### config.mk
export PLATFORM = sky130hd
export DESIGN_NAME = scrolling_glyph_marquee
export DESIGN_NICKNAME = d
export VERILOG_FILES = /design/src/sv/smq_pkg.sv /design/src/sv/smq_front.sv /design/src/sv/smq_fifo.sv /design/src/sv/smq_back.sv /design/src/sv/scrolling_glyph_marquee.sv
export SDC_FILE = /design/constraint.sdc
export NUM_CORES = 1
export LEC_CHECK = 0
export BUFFER_PORTS_ARGS = -buffer_cell sky130_fd_sc_hd__clkbuf_2
export CAP_MARGIN = 20
export CORE_MARGIN = 1.5
export CORE_UTILIZATION = 51
export CTS_CLUSTER_SIZE = 40
export DETAILED_ROUTE_END_ITERATION = 10
export HOLD_SLACK_MARGIN = 0.05
export MAX_ROUTING_LAYER = met4
export PLACE_DENSITY = 0.77
export SLEW_MARGIN = 10
export SYNTH_ARGS = -nofsm -noshare
export SYNTH_HDL_FRONTEND = slang
export SYNTH_HIERARCHICAL = 1
export SYNTH_SLANG_ARGS = --single-unit
### constraint.sdc
create_clock -name clk_i -period 3.3 [get_ports clk_i]
set_clock_uncertainty 0.1 [all_clocks]
set_input_delay 0.66 -clock clk_i [delete_from_list [all_inputs] [get_ports clk_i]]
set_output_delay 0.66 -clock clk_i [all_outputs]
set_load 0.005 [all_outputs]
### src/sv/smq_pkg.sv
// Shared types, codes and the glyph font for the scrolling marquee.
`default_nettype none
package smq_pkg;

  localparam int unsigned ROWS     = 5;
  localparam int unsigned MAX_COLS = 6;  // five glyph columns plus the trailing blank

  typedef enum logic {
    OP_PUSH = 1'b0,
    OP_SCAN = 1'b1
  } op_e;

  typedef enum logic {
    KIND_COLUMN = 1'b0,
    KIND_SCAN   = 1'b1
  } kind_e;

  typedef struct packed {
    logic [2:0]      count;
    logic [4:0][4:0] cols;   // cols[0] enters the frame first; unused columns are zero
  } glyph_t;

  // One classified item handed from the front to the back.
  typedef struct packed {
    op_e                      op;
    logic [2:0]               count;  // columns to shift in (1..6), push only
    logic [MAX_COLS-1:0][4:0] cols;
  } cmd_t;

  function automatic glyph_t mk_glyph(input logic [2:0] n, input logic [4:0] c0,
                                      input logic [4:0] c1, input logic [4:0] c2,
                                      input logic [4:0] c3, input logic [4:0] c4);
    glyph_t g;
    g.count = n;
    g.cols  = {c4, c3, c2, c1, c0};
    return g;
  endfunction

  function automatic glyph_t glyph_lookup(input logic [7:0] ch);
    glyph_t g;
    unique case (ch) inside
      "A":      g = mk_glyph(3'd3, 5'h0F, 5'h14, 5'h0F, 5'h00, 5'h00);
      "B":      g = mk_glyph(3'd3, 5'h1F, 5'h15, 5'h0A, 5'h00, 5'h00);
      "C":      g = mk_glyph(3'd3, 5'h1F, 5'h11, 5'h11, 5'h00, 5'h00);
      "D":      g = mk_glyph(3'd3, 5'h1F, 5'h11, 5'h0E, 5'h00, 5'h00);
      "E":      g = mk_glyph(3'd3, 5'h1F, 5'h15, 5'h11, 5'h00, 5'h00);
      "F":      g = mk_glyph(3'd3, 5'h1F, 5'h14, 5'h14, 5'h00, 5'h00);
      "G", "6": g = mk_glyph(3'd3, 5'h1F, 5'h15, 5'h17, 5'h00, 5'h00);
      "H":      g = mk_glyph(3'd3, 5'h1F, 5'h04, 5'h1F, 5'h00, 5'h00);
      "I":      g = mk_glyph(3'd3, 5'h11, 5'h1F, 5'h11, 5'h00, 5'h00);
      "J":      g = mk_glyph(3'd3, 5'h03, 5'h01, 5'h1F, 5'h00, 5'h00);
      "K":      g = mk_glyph(3'd3, 5'h1F, 5'h04, 5'h1B, 5'h00, 5'h00);
      "L":      g = mk_glyph(3'd3, 5'h1F, 5'h01, 5'h01, 5'h00, 5'h00);
      "M":      g = mk_glyph(3'd5, 5'h1F, 5'h08, 5'h04, 5'h08, 5'h1F);
      "N":      g = mk_glyph(3'd4, 5'h1F, 5'h08, 5'h04, 5'h1F, 5'h00);
      "O", "0": g = mk_glyph(3'd3, 5'h1F, 5'h11, 5'h1F, 5'h00, 5'h00);
      "P":      g = mk_glyph(3'd3, 5'h1F, 5'h14, 5'h1C, 5'h00, 5'h00);
      "Q":      g = mk_glyph(3'd4, 5'h1F, 5'h11, 5'h1F, 5'h01, 5'h00);
      "R":      g = mk_glyph(3'd3, 5'h1F, 5'h14, 5'h1B, 5'h00, 5'h00);
      "S", "5": g = mk_glyph(3'd3, 5'h1D, 5'h15, 5'h17, 5'h00, 5'h00);
      "T":      g = mk_glyph(3'd3, 5'h10, 5'h1F, 5'h10, 5'h00, 5'h00);
      "U":      g = mk_glyph(3'd3, 5'h1F, 5'h01, 5'h1F, 5'h00, 5'h00);
      "V":      g = mk_glyph(3'd3, 5'h1E, 5'h01, 5'h1E, 5'h00, 5'h00);
      "W":      g = mk_glyph(3'd5, 5'h1E, 5'h01, 5'h1E, 5'h01, 5'h1E);
      "X":      g = mk_glyph(3'd3, 5'h1B, 5'h04, 5'h1B, 5'h00, 5'h00);
      "Y":      g = mk_glyph(3'd3, 5'h18, 5'h07, 5'h18, 5'h00, 5'h00);
      "Z":      g = mk_glyph(3'd3, 5'h13, 5'h15, 5'h19, 5'h00, 5'h00);
      " ":      g = mk_glyph(3'd1, 5'h00, 5'h00, 5'h00, 5'h00, 5'h00);
      "&":      g = mk_glyph(3'd5, 5'h0C, 5'h12, 5'h09, 5'h12, 5'h0C);
      "1":      g = mk_glyph(3'd2, 5'h00, 5'h1F, 5'h00, 5'h00, 5'h00);
      "2":      g = mk_glyph(3'd3, 5'h17, 5'h15, 5'h1D, 5'h00, 5'h00);
      "3":      g = mk_glyph(3'd3, 5'h11, 5'h15, 5'h1F, 5'h00, 5'h00);
      "4":      g = mk_glyph(3'd3, 5'h1C, 5'h04, 5'h1F, 5'h00, 5'h00);
      "7":      g = mk_glyph(3'd3, 5'h10, 5'h10, 5'h1F, 5'h00, 5'h00);
      "8":      g = mk_glyph(3'd3, 5'h1F, 5'h15, 5'h1F, 5'h00, 5'h00);
      "9":      g = mk_glyph(3'd3, 5'h1C, 5'h14, 5'h1F, 5'h00, 5'h00);
      ".":      g = mk_glyph(3'd1, 5'h01, 5'h00, 5'h00, 5'h00, 5'h00);
      "u":      g = mk_glyph(3'd3, 5'h0E, 5'h1C, 5'h0E, 5'h00, 5'h00);
      "d":      g = mk_glyph(3'd3, 5'h1C, 5'h0E, 5'h1C, 5'h00, 5'h00);
      default:  g = mk_glyph(3'd0, 5'h00, 5'h00, 5'h00, 5'h00, 5'h00);
    endcase
    return g;
  endfunction

endpackage
`default_nettype wire

### src/sv/smq_front.sv
// Front end: accepts items, looks up glyphs and builds commands for the queue.
`default_nettype none
module smq_front (
  input  logic         in_valid_i,
  output logic         in_ready_o,
  input  logic         op_i,
  input  logic [7:0]   char_code_i,
  input  logic         end_space_i,
  input  logic         q_full_i,
  output logic         q_push_o,
  output smq_pkg::cmd_t q_cmd_o
);
  import smq_pkg::*;

  glyph_t     glyph;
  logic [2:0] count;
  op_e        op;

  always_comb begin
    op    = op_e'(op_i);
    glyph = glyph_lookup(char_code_i);
    // columns past the glyph are zero, so the blank column is already in place
    count = glyph.count + {2'b00, end_space_i};

    q_cmd_o.op    = op;
    q_cmd_o.count = count;
    q_cmd_o.cols  = {5'h00, glyph.cols};
  end

  assign in_ready_o = !q_full_i;
  // an unknown character without a trailing blank produces nothing: drop it
  assign q_push_o   = in_valid_i && in_ready_o && (op == OP_SCAN || count != 3'd0);

endmodule
`default_nettype wire

### src/sv/smq_fifo.sv
// Two-entry command queue between front and back.
`default_nettype none
module smq_fifo (
  input  logic          clk_i,
  input  logic          rst_ni,
  input  logic          push_i,
  input  smq_pkg::cmd_t push_cmd_i,
  output logic          full_o,
  input  logic          pop_i,
  output logic          head_valid_o,
  output smq_pkg::cmd_t head_cmd_o
);
  import smq_pkg::*;

  cmd_t       mem_q [2];
  logic       wr_ptr_q, wr_ptr_d;
  logic       rd_ptr_q, rd_ptr_d;
  logic [1:0] cnt_q, cnt_d;

  always_comb begin
    wr_ptr_d = wr_ptr_q ^ push_i;
    rd_ptr_d = rd_ptr_q ^ pop_i;
    cnt_d    = cnt_q + {1'b0, push_i} - {1'b0, pop_i};
  end

  always_ff @(posedge clk_i or negedge rst_ni) begin
    if (!rst_ni) begin
      wr_ptr_q <= 1'b0;
      rd_ptr_q <= 1'b0;
      cnt_q    <= 2'd0;
    end else begin
      wr_ptr_q <= wr_ptr_d;
      rd_ptr_q <= rd_ptr_d;
      cnt_q    <= cnt_d;
    end
  end

  always_ff @(posedge clk_i) begin
    if (push_i) begin
      mem_q[wr_ptr_q] <= push_cmd_i;
    end
  end

  assign full_o       = (cnt_q == 2'd2);
  assign head_valid_o = (cnt_q != 2'd0);
  assign head_cmd_o   = mem_q[rd_ptr_q];

  a_cnt_bound: assert property (@(posedge clk_i) disable iff (!rst_ni)
    cnt_q <= 2'd2) else $error("queue count out of range");
  a_no_pop_empty: assert property (@(posedge clk_i) disable iff (!rst_ni)
    pop_i |-> head_valid_o) else $error("pop from empty queue");

endmodule
`default_nettype wire

### src/sv/smq_back.sv
// Back end: shifts glyph columns into the frame, runs the scan and registers results.
`default_nettype none
module smq_back #(
  parameter int unsigned COLUMNS = 16
) (
  input  logic          clk_i,
  input  logic          rst_ni,
  input  logic          head_valid_i,
  input  smq_pkg::cmd_t head_cmd_i,
  output logic          pop_o,
  output logic          out_valid_o,
  input  logic          out_ready_i,
  output logic          result_kind_o,
  output logic [4:0]    column_bits_o,
  output logic [3:0]    scan_column_o,
  output logic [2:0]    scan_row_o,
  output logic          led_on_o,
  output logic          last_o
);
  import smq_pkg::*;

  localparam int unsigned CW = $clog2(COLUMNS);

  logic [COLUMNS-1:0][4:0] frame_q, frame_d;
  logic [CW-1:0]           scan_col_q, scan_col_d;
  logic [2:0]              scan_row_q, scan_row_d;
  logic [2:0]              idx_q, idx_d;
  logic                    out_valid_q, out_valid_d;

  kind_e      kind_q, kind_d;
  logic [4:0] col_bits_q, col_bits_d;
  logic [3:0] scol_q, scol_d;
  logic [2:0] srow_q, srow_d;
  logic       led_q, led_d;
  logic       last_q, last_d;

  logic        emit;
  logic        is_last;
  logic [4:0]  cur_col;
  logic [31:0] col_ext;

  always_comb begin
    emit    = head_valid_i && (!out_valid_q || out_ready_i);
    is_last = (idx_q == head_cmd_i.count - 3'd1);
    cur_col = head_cmd_i.cols[idx_q];
    col_ext = 32'(scan_col_q);

    frame_d     = frame_q;
    scan_col_d  = scan_col_q;
    scan_row_d  = scan_row_q;
    idx_d       = idx_q;
    out_valid_d = out_valid_q && !out_ready_i;
    kind_d      = kind_q;
    col_bits_d  = col_bits_q;
    scol_d      = scol_q;
    srow_d      = srow_q;
    led_d       = led_q;
    last_d      = last_q;
    pop_o       = 1'b0;

    if (emit) begin
      out_valid_d = 1'b1;
      if (head_cmd_i.op == OP_SCAN) begin
        kind_d     = KIND_SCAN;
        col_bits_d = 5'h00;
        scol_d     = col_ext[3:0];
        srow_d     = scan_row_q;
        led_d      = frame_q[scan_col_q][scan_row_q];
        last_d     = 1'b1;
        pop_o      = 1'b1;
        // row first; column advances when the row wraps
        if (scan_row_q == 3'(ROWS - 1)) begin
          scan_row_d = 3'd0;
          scan_col_d = (scan_col_q == CW'(COLUMNS - 1)) ? '0 : scan_col_q + CW'(1);
        end else begin
          scan_row_d = scan_row_q + 3'd1;
        end
      end else begin
        kind_d     = KIND_COLUMN;
        col_bits_d = cur_col;
        scol_d     = 4'd0;
        srow_d     = 3'd0;
        led_d      = 1'b0;
        last_d     = is_last;
        frame_d    = {frame_q[COLUMNS-2:0], cur_col};
        if (is_last) begin
          idx_d = 3'd0;
          pop_o = 1'b1;
        end else begin
          idx_d = idx_q + 3'd1;
        end
      end
    end
  end

  always_ff @(posedge clk_i or negedge rst_ni) begin
    if (!rst_ni) begin
      frame_q     <= '0;
      scan_col_q  <= '0;
      scan_row_q  <= 3'd0;
      idx_q       <= 3'd0;
      out_valid_q <= 1'b0;
    end else begin
      frame_q     <= frame_d;
      scan_col_q  <= scan_col_d;
      scan_row_q  <= scan_row_d;
      idx_q       <= idx_d;
      out_valid_q <= out_valid_d;
    end
  end

  always_ff @(posedge clk_i) begin
    kind_q     <= kind_d;
    col_bits_q <= col_bits_d;
    scol_q     <= scol_d;
    srow_q     <= srow_d;
    led_q      <= led_d;
    last_q     <= last_d;
  end

  assign out_valid_o   = out_valid_q;
  assign result_kind_o = kind_q;
  assign column_bits_o = col_bits_q;
  assign scan_column_o = scol_q;
  assign scan_row_o    = srow_q;
  assign led_on_o      = led_q;
  assign last_o        = last_q;

  a_row_range: assert property (@(posedge clk_i) disable iff (!rst_ni)
    scan_row_q < 3'(ROWS)) else $error("scan row out of range");
  a_idx_range: assert property (@(posedge clk_i) disable iff (!rst_ni)
    (head_valid_i && head_cmd_i.op == OP_PUSH) |-> idx_q < head_cmd_i.count)
    else $error("column index past glyph");
  a_scan_last: assert property (@(posedge clk_i) disable iff (!rst_ni)
    (out_valid_q && kind_q == KIND_SCAN) |-> last_q)
    else $error("scan report not marked last");

endmodule
`default_nettype wire

### src/sv/scrolling_glyph_marquee.sv
// Scrolling marquee top level: classifying front end, command queue, frame back end.
// An item is written into the queue, then the back end registers its first result.
// Throughput: a push shifts in one column per cycle (1 to 6, glyph plus blank) and a scan
// tick gives one result, unless the output stalls; the back end's single shifter sets this.
// The two-entry queue lets the front accept items while the back end or the output stalls.
// Reset clears the frame (all LEDs off), the scan position, the queue and the output.
`default_nettype none
module scrolling_glyph_marquee #(
  parameter int unsigned COLUMNS = 16
) (
  input  logic       clk_i,
  input  logic       rst_ni,
  input  logic       in_valid_i,
  output logic       in_ready_o,
  input  logic       op_i,
  input  logic [7:0] char_code_i,
  input  logic       end_space_i,
  output logic       out_valid_o,
  input  logic       out_ready_i,
  output logic       result_kind_o,
  output logic [4:0] column_bits_o,
  output logic [3:0] scan_column_o,
  output logic [2:0] scan_row_o,
  output logic       led_on_o,
  output logic       last_o
);
  import smq_pkg::*;

  logic q_full;
  logic q_push;
  logic q_pop;
  logic head_valid;
  cmd_t push_cmd;
  cmd_t head_cmd;

  smq_front u_front (
    .in_valid_i  (in_valid_i),
    .in_ready_o  (in_ready_o),
    .op_i        (op_i),
    .char_code_i (char_code_i),
    .end_space_i (end_space_i),
    .q_full_i    (q_full),
    .q_push_o    (q_push),
    .q_cmd_o     (push_cmd)
  );

  smq_fifo u_fifo (
    .clk_i        (clk_i),
    .rst_ni       (rst_ni),
    .push_i       (q_push),
    .push_cmd_i   (push_cmd),
    .full_o       (q_full),
    .pop_i        (q_pop),
    .head_valid_o (head_valid),
    .head_cmd_o   (head_cmd)
  );

  smq_back #(
    .COLUMNS (COLUMNS)
  ) u_back (
    .clk_i         (clk_i),
    .rst_ni        (rst_ni),
    .head_valid_i  (head_valid),
    .head_cmd_i    (head_cmd),
    .pop_o         (q_pop),
    .out_valid_o   (out_valid_o),
    .out_ready_i   (out_ready_i),
    .result_kind_o (result_kind_o),
    .column_bits_o (column_bits_o),
    .scan_column_o (scan_column_o),
    .scan_row_o    (scan_row_o),
    .led_on_o      (led_on_o),
    .last_o        (last_o)
  );

endmodule
`default_nettype wire

==> reports/results.tsv <==
metric	value	unit
dpl.hpwl	15.4	mm
yosys.area_share.xor_xnor	0.0128	
worstSetupEndpointType	flop	
timing.fmax	302	MHz
most-common-layout-cells	buf_4 (94), dfrtp_1 (94), mux2_2 (87), edfxtp_1 (83), nand2_1 (34)	
cp_slowest_cell	or3_4	
pin_count	31	
syn_area	9350	um^2
gp_congestion	0.940	
cts.sinks	178	
start_kind	primary input	
cp_max_fo	8	
final_nets	830	
layout_setup_ws	-0.00798	ns
crit_family	simple AND/OR/NAND/NOR gates	
root_buffer	clkbuf_16	
yosysUniqueCellTypes	65	
first_pass_iters	5	
area_delta_synth_final	19.4	%
clk_latency	0.43	ns
worstPathArrival	3.40	ns
period_needed	3.31	ns
netlist_instances	711	
yosysTopAreaCell	edfxtp_1	
grt_pass1_wl	34.9	mm
htree_num_levels	4	
start_util	0.521	
cts_buffer_depth	2	
ant_nets	0	
status	finished with violations	
antenna_found_initial	0	
final-max-slew-violation-count	0	
synthSimpleGateAreaFrac	0.101	
synth-edff-count	83	
drc	0	
grt_overflow	0	
grt_max_degree	54	
path_cells	buf_6 > buf_6 > buf_4 > nor4b_2 > nor2b_1 > buf_4 > a32o_1 > a32oi_2 > nand3_4 > ha_4 > ha_4 > or3_4 > o211a_4 > ha_4 > clkbuf_16	
slew_headroom	0.552	
cts_tree	yes	
whs	0.104	ns
hp-class	in -> async	
violations	setup timing	
setup_viol	8	
ys_top_cells_by_area	edfxtp_1 (27%), dfrtp_1 (25%), mux2_2 (10%)	
wl_per_cell	21.3	um
synth_top_family_by_area	multiplexers	
dpl_worst_slack	-0.508	ns
dieArea	19200	um^2
worstMarginPinSlew	0.672	ns
core	18000	um^2
synth_compound_area_frac	0.0706	
vias	6342	
synth_area_per_cell	13.2	um^2
synth_seq_cells	178	
ys.flop_type	dfrtp_1	
crit_type	in -> reg	
drt-initial-drc-count	600	
clk_pin_slew	0.08	ns
cts_made_buffers	17	
finalHoldViolCount	0	
grt_util_all_layers	0.241	
synth-async-reset-ratio	0.534	
pwr_density_cell	803	nW/um^2
synth_top_area_frac	0.266	
drive_above_1_share	0.396	
antennaDiodeCount	0	
power	8970	uW
yosysWarnings	6	
drv_cap	0	
peakVddDrop	0.513	mV
io_buffer_count	30	
die_y	138	um
vias_per_cell	6.06	
synthAdderAreaFrac	0.0147	
p_leak	0.00476	uW
wirelength	22.3	mm
max_stage_delay	0.38	ns
critPathBufInv	5	
rows	49	
crit_top_cell	ha_4	
grt_pass1_vias	6451	
worstPathRequired	3.39	ns
die_w	138	um
yosysSeqAreaShare	0.521	
cts_hold_buf	0	
muxShareOfSynthArea	0.231	
fin_crit_sh	1.00	
## sequential cells by signal, indices dropped and copies added (netlist names)
name / cells
u_back/result_kind_o: 1
u_back/idx_q: 3
u_fifo/cnt_q: 2
u_back/out_valid_o: 1
u_fifo/mem_q: 68
u_back/last_o: 1
u_back/frame_q: 80
u_back/column_bits_o: 5
u_back/led_on_o: 1
u_fifo/rd_ptr_q: 1
u_fifo/wr_ptr_q: 1
u_back/scan_col_q: 4
u_back/scan_row_o: 3
u_back/scan_column_o: 4
u_back/scan_row_q: 3
## cell type report
cell class              count  area, um^2
clock buffers              17         425
multi-input cells         452        4220
flip-flops and latches    178        4870
fillers                  1305        6790
well taps                 229         287
clock inverters            15         189
inverters                  23        86.3
repair buffers            133        1090
## kinds of logic (layout without fill, tap and decap cells)
kind of cell,Yosys count,in the layout
fa+ha+maj,11,11
compound gates,101,101
simple gates,174,174
other cells,1,5
xor+xnor,12,12
buf+inv,85,188
flops,178,178
mux,149,149
## what timing repair did
| action | 4_1_cts | 5_1_grt |
|---|---|---|
| cloned | 0 | 2 |
| resized for setup | 2 | 41 |
| buffers inserted | 7 | 3 |
| setup endpoints to repair | 68 | 69 |
| pin swaps | 3 | 14 |
## per-stage QoR
stage | TNS [ns] | cell area, um^2 | cells | util
final | -0.0473 | 11200 | 1047 | 0.622
after CTS | 0 | 10900 | 1043 | 0.609
after global routing | -0.218 | 11200 | 1047 | 0.622
after detailed placement | -35.26 | 10200 | 1004 | 0.569
after global placement | -30.60 | 10200 | 1004 | 0.569
after floorplan | -21.63 | 9430 | 715 | -
## per-layer routing
| metal | up-vias | track usage | wire length, um | part of all wire |
|---|---|---|---|---|
| li1 | 2870 | - | - | - |
| met1 | 3193 | 0.314 | 9490 | 0.43 |
| met2 | 233 | 0.389 | 11300 | 0.51 |
| met3 | 46 | 0.0443 | 1070 | 0.048 |
| met4 | 0 | 0.0698 | 465 | 0.021 |
| met5 | - | - | 0 | 0 |
## Yosys cell counts (all sizes together) (3+ instances only)
master / instances
mux2: 116
o31ai: 3
a21oi: 20
nand2: 35
nor3: 12
mux2i: 5
ha: 11
o211ai: 4
nor4: 5
nor2: 31
nand3: 22
and2: 8
xnor2: 6
nor2b: 9
dfrtp: 95
edfxtp: 83
buf: 45
mux4: 28
or3: 4
o21ai: 31
or4b: 3
nor4bb: 4
a211oi: 3
o22ai: 3
inv: 22
xor2: 5
nor3b: 4
nor4b: 3
a32o: 4
o2111ai: 5
nand4: 11
a31oi: 4
clkbuf: 17
nand2b: 12
a22oi: 9
## path summary, 6_finish.rpt
path	startpoint	to	slack, ns	cells past startpoint
max in group asynchronous	rst_ni	u_back/frame_q[9]	2.30	2
min in group clk_i	u_back/frame_q[75]	u_back/frame_q[75]	0.41	1
setup reg to reg	u_fifo/rd_ptr_q	u_fifo/cnt_q[1]	0.51	10
hold reg to reg	u_back/frame_q[75]	u_back/frame_q[75]	0.41	1
hold / removal	rst_ni	u_back/frame_q[32]	0.10	1
setup / recovery	char_code_i[6]	u_fifo/mem_q[0][15]	-0.008	15
## where the power goes
group | switching (uW) | internal (uW) | leakage [uW]
sequential | 477 | 3130 | 0.00202
combinational | 1510 | 1800 | 0.00245
clock | 958 | 1090 | 0.000302
total | 2950 | 6020 | 0.00476
## worst reg2reg max path, cell delays in order, from the launching register on
cell	delay, ns
dfrtp_2	0.41
buf_4	0.30
mux2_4	0.34
xor2_1	0.29
xnor2_1	0.10
a21oi_1	0.24
nor2_1	0.13
ha_1	0.32
inv_1	0.06
ha_1	0.16
xor3_1	0.22
(Power assumes the default switching activity.)
